**src/hw/rtl/cpab_pkg.sv**
```systemverilog
// Shared constants, step codes and controller/datapath bundles for the cart
// PD controller with alpha-beta observers. No dependencies.
`default_nettype none

package cpab_pkg;

    // Fixed point format and plant scaling
    localparam int FRAC_BITS        = 16;
    localparam int MAX_ELAPSED      = 63;
    localparam int COUNTS_PER_REV   = 2400;
    localparam int COUNTS_PER_METER = 40000;

    // Datapath widths
    localparam int NUM_W   = 52;              // divider numerator
    localparam int DEN_W   = 19;              // divider denominator and remainder
    localparam int DIV_PH_W = 3;              // divider phase counter
    localparam int MA_W    = 37;              // multiplier operand A
    localparam int MB_W    = 24;              // multiplier operand B
    localparam int PROD_W  = MA_W + MB_W;
    localparam int PRED_W  = 33;
    localparam int ERR_W   = 42;
    localparam int ACC_W   = 51;
    localparam int STEP_W  = 5;
    localparam int CFG_IDX_W  = 3;
    localparam int CFG_DATA_W = 31;

    // Q16.16 constants
    localparam logic [DEN_W-1:0] TWO_PI    = 19'd411775;
    localparam logic [DEN_W-1:0] PI_Q      = 19'd205887;
    localparam logic [DEN_W-1:0] DEN_MS    = 19'd1000;
    localparam logic [DEN_W-1:0] DEN_CART  = DEN_W'(COUNTS_PER_METER);
    localparam logic [DEN_W-1:0] DEN_PEND  = DEN_W'(COUNTS_PER_REV);
    localparam logic [DEN_W-1:0] DEN_BLEND = 19'd10;
    localparam logic [16:0] A_CART = 17'd58982;
    localparam logic [16:0] A_PEND = 17'd45875;
    localparam longint CART_GAIN_NUM = 64'(5) << FRAC_BITS;
    localparam longint PEND_GAIN_NUM = 64'(100) << FRAC_BITS;
    localparam logic signed [NUM_W-1:0] ERR_CLAMP = 52'sd34359738368;

    // Reciprocals floor(2^NUM_W / d) of the constant divisors. With a
    // numerator magnitude below 2^NUM_W the estimate is short by at most one.
    localparam longint RCP_ONE = 64'sd1 <<< NUM_W;
    localparam logic [NUM_W-1:0] RCP_MS     = NUM_W'(RCP_ONE / longint'(DEN_MS));
    localparam logic [NUM_W-1:0] RCP_CART   = NUM_W'(RCP_ONE / longint'(DEN_CART));
    localparam logic [NUM_W-1:0] RCP_PEND   = NUM_W'(RCP_ONE / longint'(DEN_PEND));
    localparam logic [NUM_W-1:0] RCP_TWO_PI = NUM_W'(RCP_ONE / longint'(TWO_PI));
    localparam logic [NUM_W-1:0] RCP_BLEND  = NUM_W'(RCP_ONE / longint'(DEN_BLEND));

    // Configuration register indexes
    localparam logic [CFG_IDX_W-1:0] REG_POSITION_GAIN = 3'd0;
    localparam logic [CFG_IDX_W-1:0] REG_VELOCITY_GAIN = 3'd1;
    localparam logic [CFG_IDX_W-1:0] REG_PWM_CEILING   = 3'd2;
    localparam logic [CFG_IDX_W-1:0] REG_SLEW_STEP     = 3'd3;
    localparam logic [CFG_IDX_W-1:0] REG_TRAVEL_LIMIT  = 3'd4;

    // Sequencer steps
    localparam logic [STEP_W-1:0] STEP_CV_MUL = 5'd0;   // cart vel * ms
    localparam logic [STEP_W-1:0] STEP_CV_DIV = 5'd1;   // cart prediction
    localparam logic [STEP_W-1:0] STEP_CM_DIV = 5'd2;   // cart measurement, error
    localparam logic [STEP_W-1:0] STEP_CA_MUL = 5'd3;
    localparam logic [STEP_W-1:0] STEP_CP_WB  = 5'd4;
    localparam logic [STEP_W-1:0] STEP_CG_MUL = 5'd5;
    localparam logic [STEP_W-1:0] STEP_CR_WB  = 5'd6;
    localparam logic [STEP_W-1:0] STEP_PV_MUL = 5'd7;
    localparam logic [STEP_W-1:0] STEP_PV_DIV = 5'd8;
    localparam logic [STEP_W-1:0] STEP_PM_MUL = 5'd9;
    localparam logic [STEP_W-1:0] STEP_PM_DIV = 5'd10;
    localparam logic [STEP_W-1:0] STEP_PW_DIV = 5'd11;  // wrap pendulum error
    localparam logic [STEP_W-1:0] STEP_PA_MUL = 5'd12;
    localparam logic [STEP_W-1:0] STEP_PP_WB  = 5'd13;
    localparam logic [STEP_W-1:0] STEP_PG_MUL = 5'd14;
    localparam logic [STEP_W-1:0] STEP_PR_WB  = 5'd15;
    localparam logic [STEP_W-1:0] STEP_TQ_DIV = 5'd16;  // target position error
    localparam logic [STEP_W-1:0] STEP_KP_MUL = 5'd17;
    localparam logic [STEP_W-1:0] STEP_KP_WB  = 5'd18;
    localparam logic [STEP_W-1:0] STEP_KV_MUL = 5'd19;
    localparam logic [STEP_W-1:0] STEP_SL_WB  = 5'd20;  // slew limit
    localparam logic [STEP_W-1:0] STEP_BL_DIV = 5'd21;  // blend
    localparam logic [STEP_W-1:0] STEP_AN_DIV = 5'd22;  // angle reduction
    localparam logic [STEP_W-1:0] STEP_OUT    = 5'd23;

    // Controller to datapath commands
    typedef struct packed {
        logic              load_in;
        logic              exec;
        logic              div_wb;
        logic              load_out;
        logic [STEP_W-1:0] step;
    } cpab_cmd_t;

    // Datapath to controller status
    typedef struct packed {
        logic div_busy;
    } cpab_stat_t;

    // True for steps that run through the divider.
    function automatic logic step_is_div(input logic [STEP_W-1:0] s);
        logic r;
        r = (s == STEP_CV_DIV) || (s == STEP_CM_DIV) || (s == STEP_PV_DIV) ||
            (s == STEP_PM_DIV) || (s == STEP_PW_DIV) || (s == STEP_TQ_DIV) ||
            (s == STEP_BL_DIV) || (s == STEP_AN_DIV);
        return r;
    endfunction

    // Saturate to the signed 32-bit range.
    function automatic logic signed [31:0] sat32(input logic signed [63:0] v);
        logic signed [31:0] r;
        if (v > 64'sd2147483647) begin
            r = 32'sh7FFF_FFFF;
        end else if (v < -64'sd2147483648) begin
            r = 32'sh8000_0000;
        end else begin
            r = v[31:0];
        end
        return r;
    endfunction

endpackage

`default_nettype wire

```
**src/hw/rtl/cpab_ctrl.sv**
```systemverilog
// Controller: sequences one tick through the datapath steps and owns the
// input ready and result valid flags. Depends on cpab_pkg.
`default_nettype none

module cpab_ctrl (
    input  wire logic                 aclk,
    input  wire logic                 aresetn,
    input  wire logic                 s_valid,
    output logic                      s_ready,
    output logic                      m_valid,
    input  wire logic                 m_ready,
    input  wire cpab_pkg::cpab_stat_t stat,
    output cpab_pkg::cpab_cmd_t       cmd
);
    import cpab_pkg::*;

    localparam logic [1:0] ST_IDLE = 2'd0;
    localparam logic [1:0] ST_EXEC = 2'd1;
    localparam logic [1:0] ST_WAIT = 2'd2;

    logic [1:0]        state_reg, state_next;
    logic [STEP_W-1:0] step_reg, step_next;
    logic              m_valid_reg, m_valid_next;
    logic              out_free;

    assign out_free = !m_valid_reg || m_ready;
    assign s_ready  = (state_reg == ST_IDLE);
    assign m_valid  = m_valid_reg;

    // Commands for the current step.
    always_comb begin
        cmd.load_in  = s_valid && s_ready;
        cmd.exec     = (state_reg == ST_EXEC) && ((step_reg != STEP_OUT) || out_free);
        cmd.div_wb   = (state_reg == ST_WAIT) && !stat.div_busy;
        cmd.load_out = (state_reg == ST_EXEC) && (step_reg == STEP_OUT) && out_free;
        cmd.step     = step_reg;
    end

    // Step sequencing.
    always_comb begin
        state_next   = state_reg;
        step_next    = step_reg;
        m_valid_next = m_valid_reg;
        if (m_ready) begin
            m_valid_next = 1'b0;
        end
        unique case (state_reg)
            ST_IDLE: begin
                if (s_valid) begin
                    state_next = ST_EXEC;
                    step_next  = STEP_CV_MUL;
                end
            end
            ST_EXEC: begin
                if (step_reg == STEP_OUT) begin
                    if (out_free) begin
                        m_valid_next = 1'b1;
                        state_next   = ST_IDLE;
                    end
                end else if (step_is_div(step_reg)) begin
                    state_next = ST_WAIT;
                end else begin
                    step_next = step_reg + 1'b1;
                end
            end
            ST_WAIT: begin
                if (!stat.div_busy) begin
                    state_next = ST_EXEC;
                    step_next  = step_reg + 1'b1;
                end
            end
            default: begin
                state_next = ST_IDLE;
            end
        endcase
    end

    always_ff @(posedge aclk) begin
        if (!aresetn) begin
            state_reg   <= ST_IDLE;
            step_reg    <= STEP_CV_MUL;
            m_valid_reg <= 1'b0;
        end else begin
            state_reg   <= state_next;
            step_reg    <= step_next;
            m_valid_reg <= m_valid_next;
        end
    end

    // Only divider steps ever wait on the divider.
    a_wait_is_div: assert property (@(posedge aclk) disable iff (!aresetn)
        state_reg == ST_WAIT |-> step_is_div(step_reg))
        else $error("waiting on divider in a non-divide step");

    // Issuing a divide step starts the divider.
    a_div_starts: assert property (@(posedge aclk) disable iff (!aresetn)
        (state_reg == ST_EXEC && step_is_div(step_reg)) |=> stat.div_busy)
        else $error("divider not busy after start");

    // A finished divide advances exactly one step.
    a_wait_advance: assert property (@(posedge aclk) disable iff (!aresetn)
        (state_reg == ST_WAIT && !stat.div_busy)
        |=> (state_reg == ST_EXEC && step_reg == $past(step_reg) + 1'b1))
        else $error("bad step after divide");

    // An accepted word starts at the first step.
    a_start_step: assert property (@(posedge aclk) disable iff (!aresetn)
        (s_valid && s_ready) |=> (state_reg == ST_EXEC && step_reg == STEP_CV_MUL))
        else $error("tick did not start at first step");

endmodule

`default_nettype wire

```
**config.mk**
```make
export PLATFORM = sky130hd
export DESIGN_NAME = cpab_ctrl
export DESIGN_NICKNAME = d
export VERILOG_FILES = /design/src/hw/rtl/cpab_pkg.sv /design/src/hw/rtl/cpab_ctrl.sv
export SDC_FILE = /design/constraint.sdc
export NUM_CORES = 1
export LEC_CHECK = 0
export ABC_CLOCK_PERIOD_IN_PS = 5160
export BUFFER_PORTS_ARGS = -buffer_cell sky130_fd_sc_hd__buf_2
export CORE_AREA = 4 4 41 43
export CTS_BUF_LIST = sky130_fd_sc_hd__clkbuf_8
export DETAILED_ROUTE_END_ITERATION = 10
export DIE_AREA = 0 0 45 47
export PLACE_DENSITY_LB_ADDON = 0.25
export SLEW_MARGIN = 10
export SYNTH_ARGS = -nofsm -noshare
export SYNTH_HDL_FRONTEND = slang
export SYNTH_SLANG_ARGS = --single-unit
```
**constraint.sdc**
```tcl
create_clock -name aclk -period 5.16 [get_ports aclk]
set_input_delay 1.032 -clock aclk [delete_from_list [all_inputs] [get_ports aclk]]
set_output_delay 1.032 -clock aclk [all_outputs]
set_load 0.01 [all_outputs]
```
==> out/qor.csv, run 1 <==
stage,metric,value,unit
routing,Routed Antenna Nets,0,
worst_setup_path,startpoint types,flop,
timing,Pins Over Slew Limit,0,
synth,"Distinct cells, synth",35,
clock_network,H-tree depth,1,
global_route,vias in the first global route,600,
global_route,grt ovf,0,
routing,DR WL met2,779,microns
synth,Syn. warnings,0,
final_layout,Nets,115,
routing,per-cell routed wire length,13.50,microns
final_layout,"most common cell after layout, fill and taps aside",buf_2,
clock_network,Longest Clk Path Bufs,2,
final_layout,Non-Filler Instances,115,
placed_design,PortBufs,15,
power_and_ir_drop,final total power,276.8,uW
routing,top sig layer,met4,
final_layout,number of inserted diodes,0,
placed_design,Inst Count DP,112,
final_layout,number of flip-flops in the largest register,5,
worst_hold_path,worst min path class,flop to flop,
timing,Setup TNS,0,ns
clock_network,setup bufs post-CTS,0,
worst_setup_path,Critical Path RT,4.13,ns
clock_network,CTS Sinks,8,
worst_setup_path,Critical R2R Launch,state_reg[1],
worst_setup_path,Worst Path Arrival,1.82,ns
clock_network,Skew-Pair Late Insertion Delay,0.23,ns
run_status,outcome,completed,
synth,synthesized net count,96,
routing,met3 routed WL,65,microns
routing,Routed Wire Length,1552,microns
floorplan,Cell Rows,13,
timing,Slew headroom,0.4041,
routing,Metal-1 WL,698,microns
floorplan,area of the core,0.001301,sq mm
global_route,global-route wire length before repair,2408,microns
synth,synthesized flop and latch total,8,
clock_network,clock buffer count from CTS,3,
global_route,initial antenna violation count,0,
synth,Post-synth EDFFs,0,
placed_design,placed inst area,749.5,sq um
clock_network,post-CTS resize count,0,
timing,RSZ-0062 raised after global routing,false,
synth,"Async S/R FF share, synth",0,
floorplan,die area,0.002115,sq mm
synth,sequential-to-total area share from yosys stat,0.2402,
synth,syn_area_per_cell,8.035,sq um
timing,minimum clock period,2.853,ns
power_and_ir_drop,VDD IR max,0.0002876,V
final_layout,Layout area overhead,18.57,%
worst_setup_path,Crit. Startpoint,step_reg[0],
synth,post-synthesis instance area,666.9,sq um
worst_setup_path,Worst Path Max Fanout,7,
timing,Fmax achieved,350.5,MHz
final_layout,layout cells sized above 1,0.2500,
routing,via count,643,
final_layout,Seq. cell area,160.2,sq um
routing,vias per cell,5.591,
placed_design,HPWL after detailed placement,1193,microns
timing,Tcrit/Tclk final,0.5530,
floorplan,Die X,45,microns
clock_network,CTS tree,built,
clock_network,clk slew on worst S/H paths,0.04,ns
run,max-cap check violation count,0,
final_layout,cell area after layout,790.8,sq um
global_route,largest net degree at the start of global routing,11,
synth,Yosys top cell by area,dfxtp_1,
power_and_ir_drop,Lkg Pwr,0.0003538,uW
floorplan,chip height,47,microns
final_layout,Multi-input gate area,461.7,sq um
timing,Max Clock Skew,0.0005673,ns
placed_design,GPL Wtd Cong,0.7954,
worst_setup_path,"Worst Path Class, Setup",flop to output port,
synth,Area contributors post-synth,"dfxtp_1 24%, ha_1 15%, inv_1 4.5%, nand2_1 3.4%, nor2_1 3.4%",
clock_network,CTS Hold Buffers Added,0,
final_layout,Filler cells,122,
floorplan,num ports,16,
timing,final-report setup violation count,0,
worst_setup_path,CP endpoint kind,output port,
synth,ys flop type,dfxtp_1,
floorplan,initial core utilization,0.5125,
timing,Hold Fails Final Rpt,0,
worst_hold_path,HP Start,state_reg[0],
routing,Pre-antenna DRT Iters,3,
synth,Mapped Cells,83,
final_layout,most frequent cells in the layout,"15 x buf_2, 8 x inv_1, 8 x ha_1, 8 x dfxtp_1",
routing,drt drc,0,
global_route,Global Route Usage Sum,0.1614,
timing,worst-margin pin slew,0.8938,ns
power_and_ir_drop,pwr dens,350.0,mW/mm^2
synth,top cell type's share of synthesized area,0.2402,
routing,Initial DRC Count,8,
timing,Hold WS,0.5246,ns
clock_network,clock root buffer,clkbuf_8,
==> worst max-delay path, stage by stage, from the launching register on <==
cell and delay (ns):
dfxtp_1 0.42, ha_1 0.27, nand4b_1 0.29, or2_2 0.39, nor2_1 0.09, buf_2 0.13
==> cell usage after synthesis (2+ instances only) <==
cell type  number
dfxtp_1         8
ha_1            8
inv_1           8
nand2_1         6
nor2_1          6
a21oi_1         4
o21ai_1         4
nand3_1         3
o21ai_0         3
nand2b_1        2
nand4_1         2
nand4b_1        2
nor2b_1         2
nor3_1          2
o211ai_1        2
or4_1           2
==> stage by stage <==
step                      utilization  worst slack, ns
after detailed placement       0.5760            2.533
after global routing           0.6077            2.151
after floorplan                     -            2.654
after global placement         0.5760            2.554
after CTS                      0.6077            2.294
final                          0.6077            2.307
==> per-layer routing <==
layer  global-route usage  vias up
met3              0.06897        2
met4              0.05848        0
li1                     -      336
met1               0.1735      296
met5                    0        -
met2               0.2825        9
==> where the power goes <==
part	total (uW)	internal [uW]	switching (uW)
registers	76.8	68.4	8.38
logic	123	47.6	75.0
clock network	77.3	50.7	26.6
total	277	167	110
==> area by class of cell <==
| type | instances | area share |
|---|---|---|
| flip-flops and latches | 8 | 0.2025 |
| multi-input cells | 65 | 0.5839 |
| inverters | 9 | 0.04272 |
| repair buffers | 15 | 0.09494 |
| well taps | 15 | 0.02373 |
| clock buffers | 3 | 0.05222 |
==> path summary, 6_finish.rpt <==
kind                  end  slack, ns  cells after the start
max reg2reg   step_reg[2]       3.00                      6
max                cmd[5]       2.31                      5
min reg2reg  state_reg[0]       0.52                      2
min          state_reg[0]       0.52                      2
==> logic make-up after synthesis <==
logic type	after synthesis	synth area share
buffers and inverters	10	0.06754
AND/OR/NAND/NOR	35	0.3077
flip-flops	8	0.2401
multiplexers	1	0.01501
AO/OA/AOI/OAI	21	0.2195
adder cells (fa/ha/maj)	8	0.1501
No activity file was read; power rests on OpenSTA's default activity.
==> run 2, diff against run 1 <==
--- a/config.mk
+++ b/config.mk
@@ -5,7 +5,7 @@
 export SDC_FILE = /design/constraint.sdc
 export NUM_CORES = 1
 export LEC_CHECK = 0
-export ABC_CLOCK_PERIOD_IN_PS = 5160
+export ABC_CLOCK_PERIOD_IN_PS = 2800
 export BUFFER_PORTS_ARGS = -buffer_cell sky130_fd_sc_hd__buf_2
 export CORE_AREA = 4 4 41 43
 export CTS_BUF_LIST = sky130_fd_sc_hd__clkbuf_8
==> constraint.sdc (replaced) <==
create_clock -name aclk -period 2.8 [get_ports aclk]
set_input_delay 0.56 -clock aclk [delete_from_list [all_inputs] [get_ports aclk]]
set_output_delay 0.56 -clock aclk [all_outputs]
set_load 0.01 [all_outputs]
==> run 2 against run 1 <==
Register-to-register slack worse by 2.3 ns. Clock skew up 0.00086 ns. Largest power group unchanged. Sequential share of layout area decreased by 0.19 points. Largest cell class unchanged. Core utilization grew 0.58 points. Wire length is 4.2% higher. Die area stayed put. Power rose by 86%. Global-route usage is 2.0 points higher. Hold slack got worse by 0.0054 ns. Count of clock-buffer cells in the layout is the same. Sequential power grew 85%.
==> out/qor.csv, run 2 (same netlist as run 1, synthesis figures left out) <==
stage,metric,value,unit
global_route,GRT met2 Usage,0.3051,
final_layout,number of inserted diodes,0,
power_and_ir_drop,pwr dens,645.2,mW/mm^2
placed_design,PortBufs,15,
global_route,initial antenna violation count,0,
clock_network,clock root buffer,clkbuf_8,
floorplan,chip height,47,microns
worst_setup_path,"Worst Path Class, Setup",flop to output port,
final_layout,layout cells sized above 1,0.2574,
worst_setup_path,slowest CP cell,dfxtp_1,
worst_setup_path,Worst Path Max Fanout,7,
worst_setup_path,worst reg2reg setup slack,0.74,ns
power_and_ir_drop,VDD IR max,0.0004014,V
clock_network,CTS Sinks,8,
global_route,vias in the first global route,629,
timing,Slew headroom,0.7733,
clock_network,post-CTS resize count,0,
final_layout,"most common cell after layout, fill and taps aside",buf_2,
global_route,grt ovf,0,
routing,via count,680,
global_route,Global Route Usage Sum,0.1815,
floorplan,die area,0.002115,sq mm
routing,drt drc,0,
routing,Routed Antenna Nets,0,
final_layout,most frequent cells in the layout,"15 x buf_2, 8 x inv_1, 8 x ha_1, 8 x dfxtp_1",
floorplan,num ports,16,
routing,Initial DRC Count,25,
timing,RSZ-0062 raised after global routing,false,
worst_setup_path,Critical Path RT,2.24,ns
clock_network,Longest Clk Path Bufs,2,
final_layout,Layout area overhead,19.70,%
timing,Max Clock Skew,0.001427,ns
final_layout,"Core Util, Final",0.6135,
timing,Hold Fails Final Rpt,0,
worst_setup_path,Worst Path Arrival,1.85,ns
global_route,routing usage on met3,0.03448,
worst_setup_path,startpoint types,flop,
final_layout,Nets,116,
global_route,GRT Max-Usage Layer,met2,
timing,minimum clock period,2.406,ns
clock_network,CTS Hold Buffers Added,0,
clock_network,H-tree depth,1,
timing,Pins Over Slew Limit,0,
clock_network,CTS tree,built,
run,max-cap check violation count,0,
routing,Routed Wire Length,1617,microns
worst_setup_path,CP peak stage delay,0.43,ns
floorplan,area of the core,0.001301,sq mm
timing,worst-margin pin slew,0.3400,ns
timing,Tcrit/Tclk final,0.8594,
routing,vias per cell,5.862,
global_route,largest net degree at the start of global routing,11,
global_route,global-route wire length before repair,2704,microns
placed_design,HPWL after detailed placement,1222,microns
clock_network,Skew-Pair Late Insertion Delay,0.23,ns
worst_setup_path,critical path cell sequence,ha_1 > nand4b_1 > or2_2 > nor2_1 > buf_2,
global_route,grt met1 use,0.2087,
worst_setup_path,CP top delay family,simple AND/OR/NAND/NOR gates,
worst_setup_path,Buf/Inv on CP,1,
clock_network,clock buffer count from CTS,3,
timing,Fmax achieved,415.6,MHz
floorplan,Cell Rows,13,
power_and_ir_drop,Lkg Pwr,0.0003584,uW
floorplan,Die X,45,microns
clock_network,clk slew on worst S/H paths,0.04,ns
routing,Pre-antenna DRT Iters,4,
worst_setup_path,CP endpoint kind,output port,
run_status,outcome,completed,
timing,Setup TNS,0,ns
worst_hold_path,worst min path class,flop to flop,
final_layout,number of flip-flops in the largest register,5,
placed_design,GPL Wtd Cong,0.7977,
routing,per-cell routed wire length,13.94,microns
clock_network,setup bufs post-CTS,0,
timing,final-report setup violation count,0,
floorplan,initial core utilization,0.5125,
## run 2: cell count changes in the layout (fill, tap and decap cells not counted)
| cell | previous run | this run |
|---|---|---|
| buf_4 | 0 | 1 |
## run 2: cell type report
class                           instances  area [sq um]
Sequential cell                         8         160.2
Clock buffer                            3         41.29
Tap cell                               15         18.77
Timing Repair Buffer                   16         82.58
Fill cell                             127         503.0
Inverter                                9         33.78
Multi-Input combinational cell         65         461.7
## run 2: worst paths after layout
path                                    from           end  cells past startpoint
worst max-delay path             step_reg[0]        cmd[5]                      5
worst min-delay path            state_reg[0]  state_reg[0]                      2
worst max register to register   step_reg[0]   step_reg[0]                      7
worst min register to register  state_reg[0]  state_reg[0]                      2
## run 2: power by group
part           internal [uW]  switching [uW]  total [uW]
clock                   93.4            48.4         142
sequential               126            15.9         142
combinational           92.6             139         231
## run 2: layer usage
metal,vias to the layer above,share of wire
li1,337,-
met1,314,0.45
met2,22,0.48
met3,7,0.041
met4,0,0.026
met5,-,0
## run 2: through the flow
stage               hold slack [ns]  area [sq um]  std cells  setup slack [ns]  power (uW)
finish                       0.5192         798.3        116            0.3938       515.1
detailed placement           0.5117         757.0        113            0.6587       372.1
global placement             0.5115         757.0        113            0.7182       369.7
CTS                          0.5195         798.3        116            0.4135       516.6
global route                 0.5598         798.3        116            0.2214       558.1
floorplan                    0.4720         666.9         83            0.7665       305.1
## run 2: worst register-to-register path, cell delays in order, from the launching register on
cell and delay, ns:
dfxtp_1 0.43, inv_1 0.10, ha_1 0.22, nor4b_1 0.30
or4_1 0.22, a31oi_4 0.15, or4_1 0.45, a21oi_2 0.13
==> run 3, diff against run 2 <==
--- a/config.mk
+++ b/config.mk
@@ -6,7 +6,7 @@
 export NUM_CORES = 1
 export LEC_CHECK = 0
 export ABC_CLOCK_PERIOD_IN_PS = 2800
-export BUFFER_PORTS_ARGS = -buffer_cell sky130_fd_sc_hd__buf_2
+export BUFFER_PORTS_ARGS = -buffer_cell sky130_fd_sc_hd__clkbuf_2
 export CORE_AREA = 4 4 41 43
 export CTS_BUF_LIST = sky130_fd_sc_hd__clkbuf_8
 export DETAILED_ROUTE_END_ITERATION = 10
==> run 3 against run 2 <==
Sequential share of layout area unchanged. Sequential power about the same. Cell count unchanged. Power about the same. Setup slack better by 0.0036 ns. Global-route usage down 2.8 points. Clock skew about the same. Sequential cell count unchanged. Cell area unchanged. Register-to-register slack about the same. Largest cell class unchanged.
==> out/qor.csv, run 3 (same netlist as run 1, synthesis figures left out) <==
stage,metric,value,unit
floorplan,initial core utilization,0.5125,
worst_setup_path,Critical Path RT,2.24,ns
power_and_ir_drop,Clock power frac,0.276,
worst_setup_path,slowest CP cell,dfxtp_1,
routing,per-cell routed wire length,13.69,microns
clock_network,setup bufs post-CTS,0,
timing,worst-margin pin slew,0.3505,ns
timing,Fmax achieved,416.2,MHz
global_route,vias in the first global route,553,
clock_network,Longest Clk Path Bufs,2,
worst_setup_path,Buf/Inv on CP,1,
worst_setup_path,"Worst Path Class, Setup",flop to output port,
timing,minimum clock period,2.403,ns
clock_network,CTS tree,built,
power_and_ir_drop,VDD IR max,0.0004725,V
timing,Hold Fails Final Rpt,0,
clock_network,CTS Hold Buffers Added,0,
final_layout,number of inserted diodes,0,
run,max-cap check violation count,0,
placed_design,GPL Wtd Cong,0.8066,
routing,Initial DRC Count,12,
clock_network,H-tree depth,1,
worst_setup_path,CP top delay family,simple AND/OR/NAND/NOR gates,
routing,vias per cell,6.069,
global_route,Global Route Usage Sum,0.1536,
floorplan,die area,0.002115,sq mm
timing,Setup TNS,0,ns
worst_setup_path,CP peak stage delay,0.42,ns
worst_setup_path,Critical R2R Launch,step_reg[0],
routing,Routed Wire Length,1588,microns
power_and_ir_drop,Lkg Pwr,0.0003522,uW
placed_design,worst slack at placement,0.6409,ns
timing,RSZ-0062 raised after global routing,false,
floorplan,Cell Rows,13,
timing,Final WS setup,0.3974,ns
final_layout,"most common cell after layout, fill and taps aside",clkbuf_2,
global_route,global-route wire length before repair,2359,microns
clock_network,clk slew on worst S/H paths,0.05,ns
clock_network,CTS Sinks,8,
power_and_ir_drop,switching part of the total,0.3950,
worst_setup_path,CP endpoint kind,output port,
routing,Pre-antenna DRT Iters,4,
worst_hold_path,HP Start,state_reg[0],
worst_setup_path,Worst Path Arrival,1.84,ns
routing,drt drc,0,
floorplan,area of the core,0.001301,sq mm
worst_hold_path,hold path depth,2,
power_and_ir_drop,Internal,311.7,uW
final_layout,Nets,116,
placed_design,HPWL after detailed placement,1193,microns
placed_design,PortBufs,15,
floorplan,Die X,45,microns
power_and_ir_drop,final total power,515.2,uW
timing,Slew headroom,0.7664,
final_layout,layout cells sized above 1,0.2574,
global_route,largest net degree at the start of global routing,11,
power_and_ir_drop,Net Switching,203.5,uW
final_layout,most frequent cells in the layout,"15 x clkbuf_2, 8 x inv_1, 8 x ha_1, 8 x dfxtp_1",
worst_setup_path,worst r2r dst,step_reg[0],
timing,Max Clock Skew,0.001841,ns
timing,final-report setup violation count,0,
clock_network,clock buffer count from CTS,3,
clock_network,post-CTS resize count,0,
timing,Pins Over Slew Limit,0,
routing,Routed Antenna Nets,0,
clock_network,Skew-Pair Late Insertion Delay,0.23,ns
worst_setup_path,startpoint types,flop,
placed_design,placed inst area,757.0,sq um
floorplan,chip height,47,microns
clock_network,clock root buffer,clkbuf_8,
worst_hold_path,worst min path class,flop to flop,
global_route,grt ovf,0,
final_layout,Filler cells,121,
worst_setup_path,critical path cell sequence,ha_1 > nand4b_1 > or2_2 > nor2_1 > clkbuf_2,
final_layout,number of flip-flops in the largest register,5,
worst_hold_path,worst hold endpoint,state_reg[0],
timing,Tcrit/Tclk final,0.8581,
run_status,outcome,completed,
final_layout,Layout area overhead,19.70,%
worst_setup_path,worst reg2reg setup slack,0.73,ns
power_and_ir_drop,part of the power in registers,0.275,
power_and_ir_drop,logic gate share of total power,0.449,
worst_setup_path,Reg2Reg Depth,7,
global_route,initial antenna violation count,0,
power_and_ir_drop,pwr dens,645.5,mW/mm^2
floorplan,num ports,16,
final_layout,cell area after layout,798.3,sq um
routing,via count,704,
worst_setup_path,Worst Path Max Fanout,7,
==> run 3: cell count changes in the layout (fill, tap and decap cells not counted) <==
| cell | change |
|---|---|
| clkbuf_2 | +15 |
| buf_2 | -15 |
==> run 3: stage by stage <==
step	std cells	hold slack, ns	utilization
after floorplan	83	0.4720	-
after global placement	113	0.5130	0.5817
after detailed placement	113	0.5067	0.5817
after CTS	116	0.5130	0.6135
after global routing	116	0.5274	0.6135
final	116	0.5274	0.6135
==> run 3: cell type report <==
cell class	instances	area [sq um]	area share
clock buffer	3	41.29	0.05172
inverter	9	33.78	0.04232
multi-input combinational	65	461.7	0.5784
sequential	8	160.2	0.2006
tap	15	18.77	0.02351
timing repair buffer	16	82.58	0.1034
==> run 3: tightest hold or removal path, delay by kind of cell, from the launching register on <==
family	cells	cell delay [ns]
flip-flops	1	0.34
AND/OR/NAND/NOR	1	0.07
multiplexers	1	0.06
==> run 3: power groups by stage <==
| stage | registers, uW | clock network, uW | logic, uW |
|---|---|---|---|
| floorplan | 142 | 0 | 163 |
| finish | 141 | 142 | 232 |
| CTS | 141 | 145 | 232 |
| detailed placement | 143 | 0 | 231 |
| global route | 143 | 152 | 252 |
| global placement | 143 | 0 | 227 |
==> run 3: worst max-delay path by stage <==
stage / start / to / slack (ns) / cells after the start
floorplan: step_reg[0] / cmd[5] / 0.77 / 4
global placement: step_reg[0] / cmd[5] / 0.70 / 5
detailed placement: step_reg[1] / cmd[5] / 0.64 / 5
CTS: step_reg[1] / cmd[5] / 0.40 / 5
global route: step_reg[0] / cmd[5] / 0.20 / 5
finish: step_reg[0] / cmd[5] / 0.40 / 5
==> run 3: per-layer routing <==
layer  share of wire  vias to the layer above  track usage
li1                -                      343            -
met1            0.45                      323       0.1831
met2            0.48                       32       0.2712
met3           0.057                        6      0.04598
met4           0.013                        0      0.03509
met5               0                        -            0
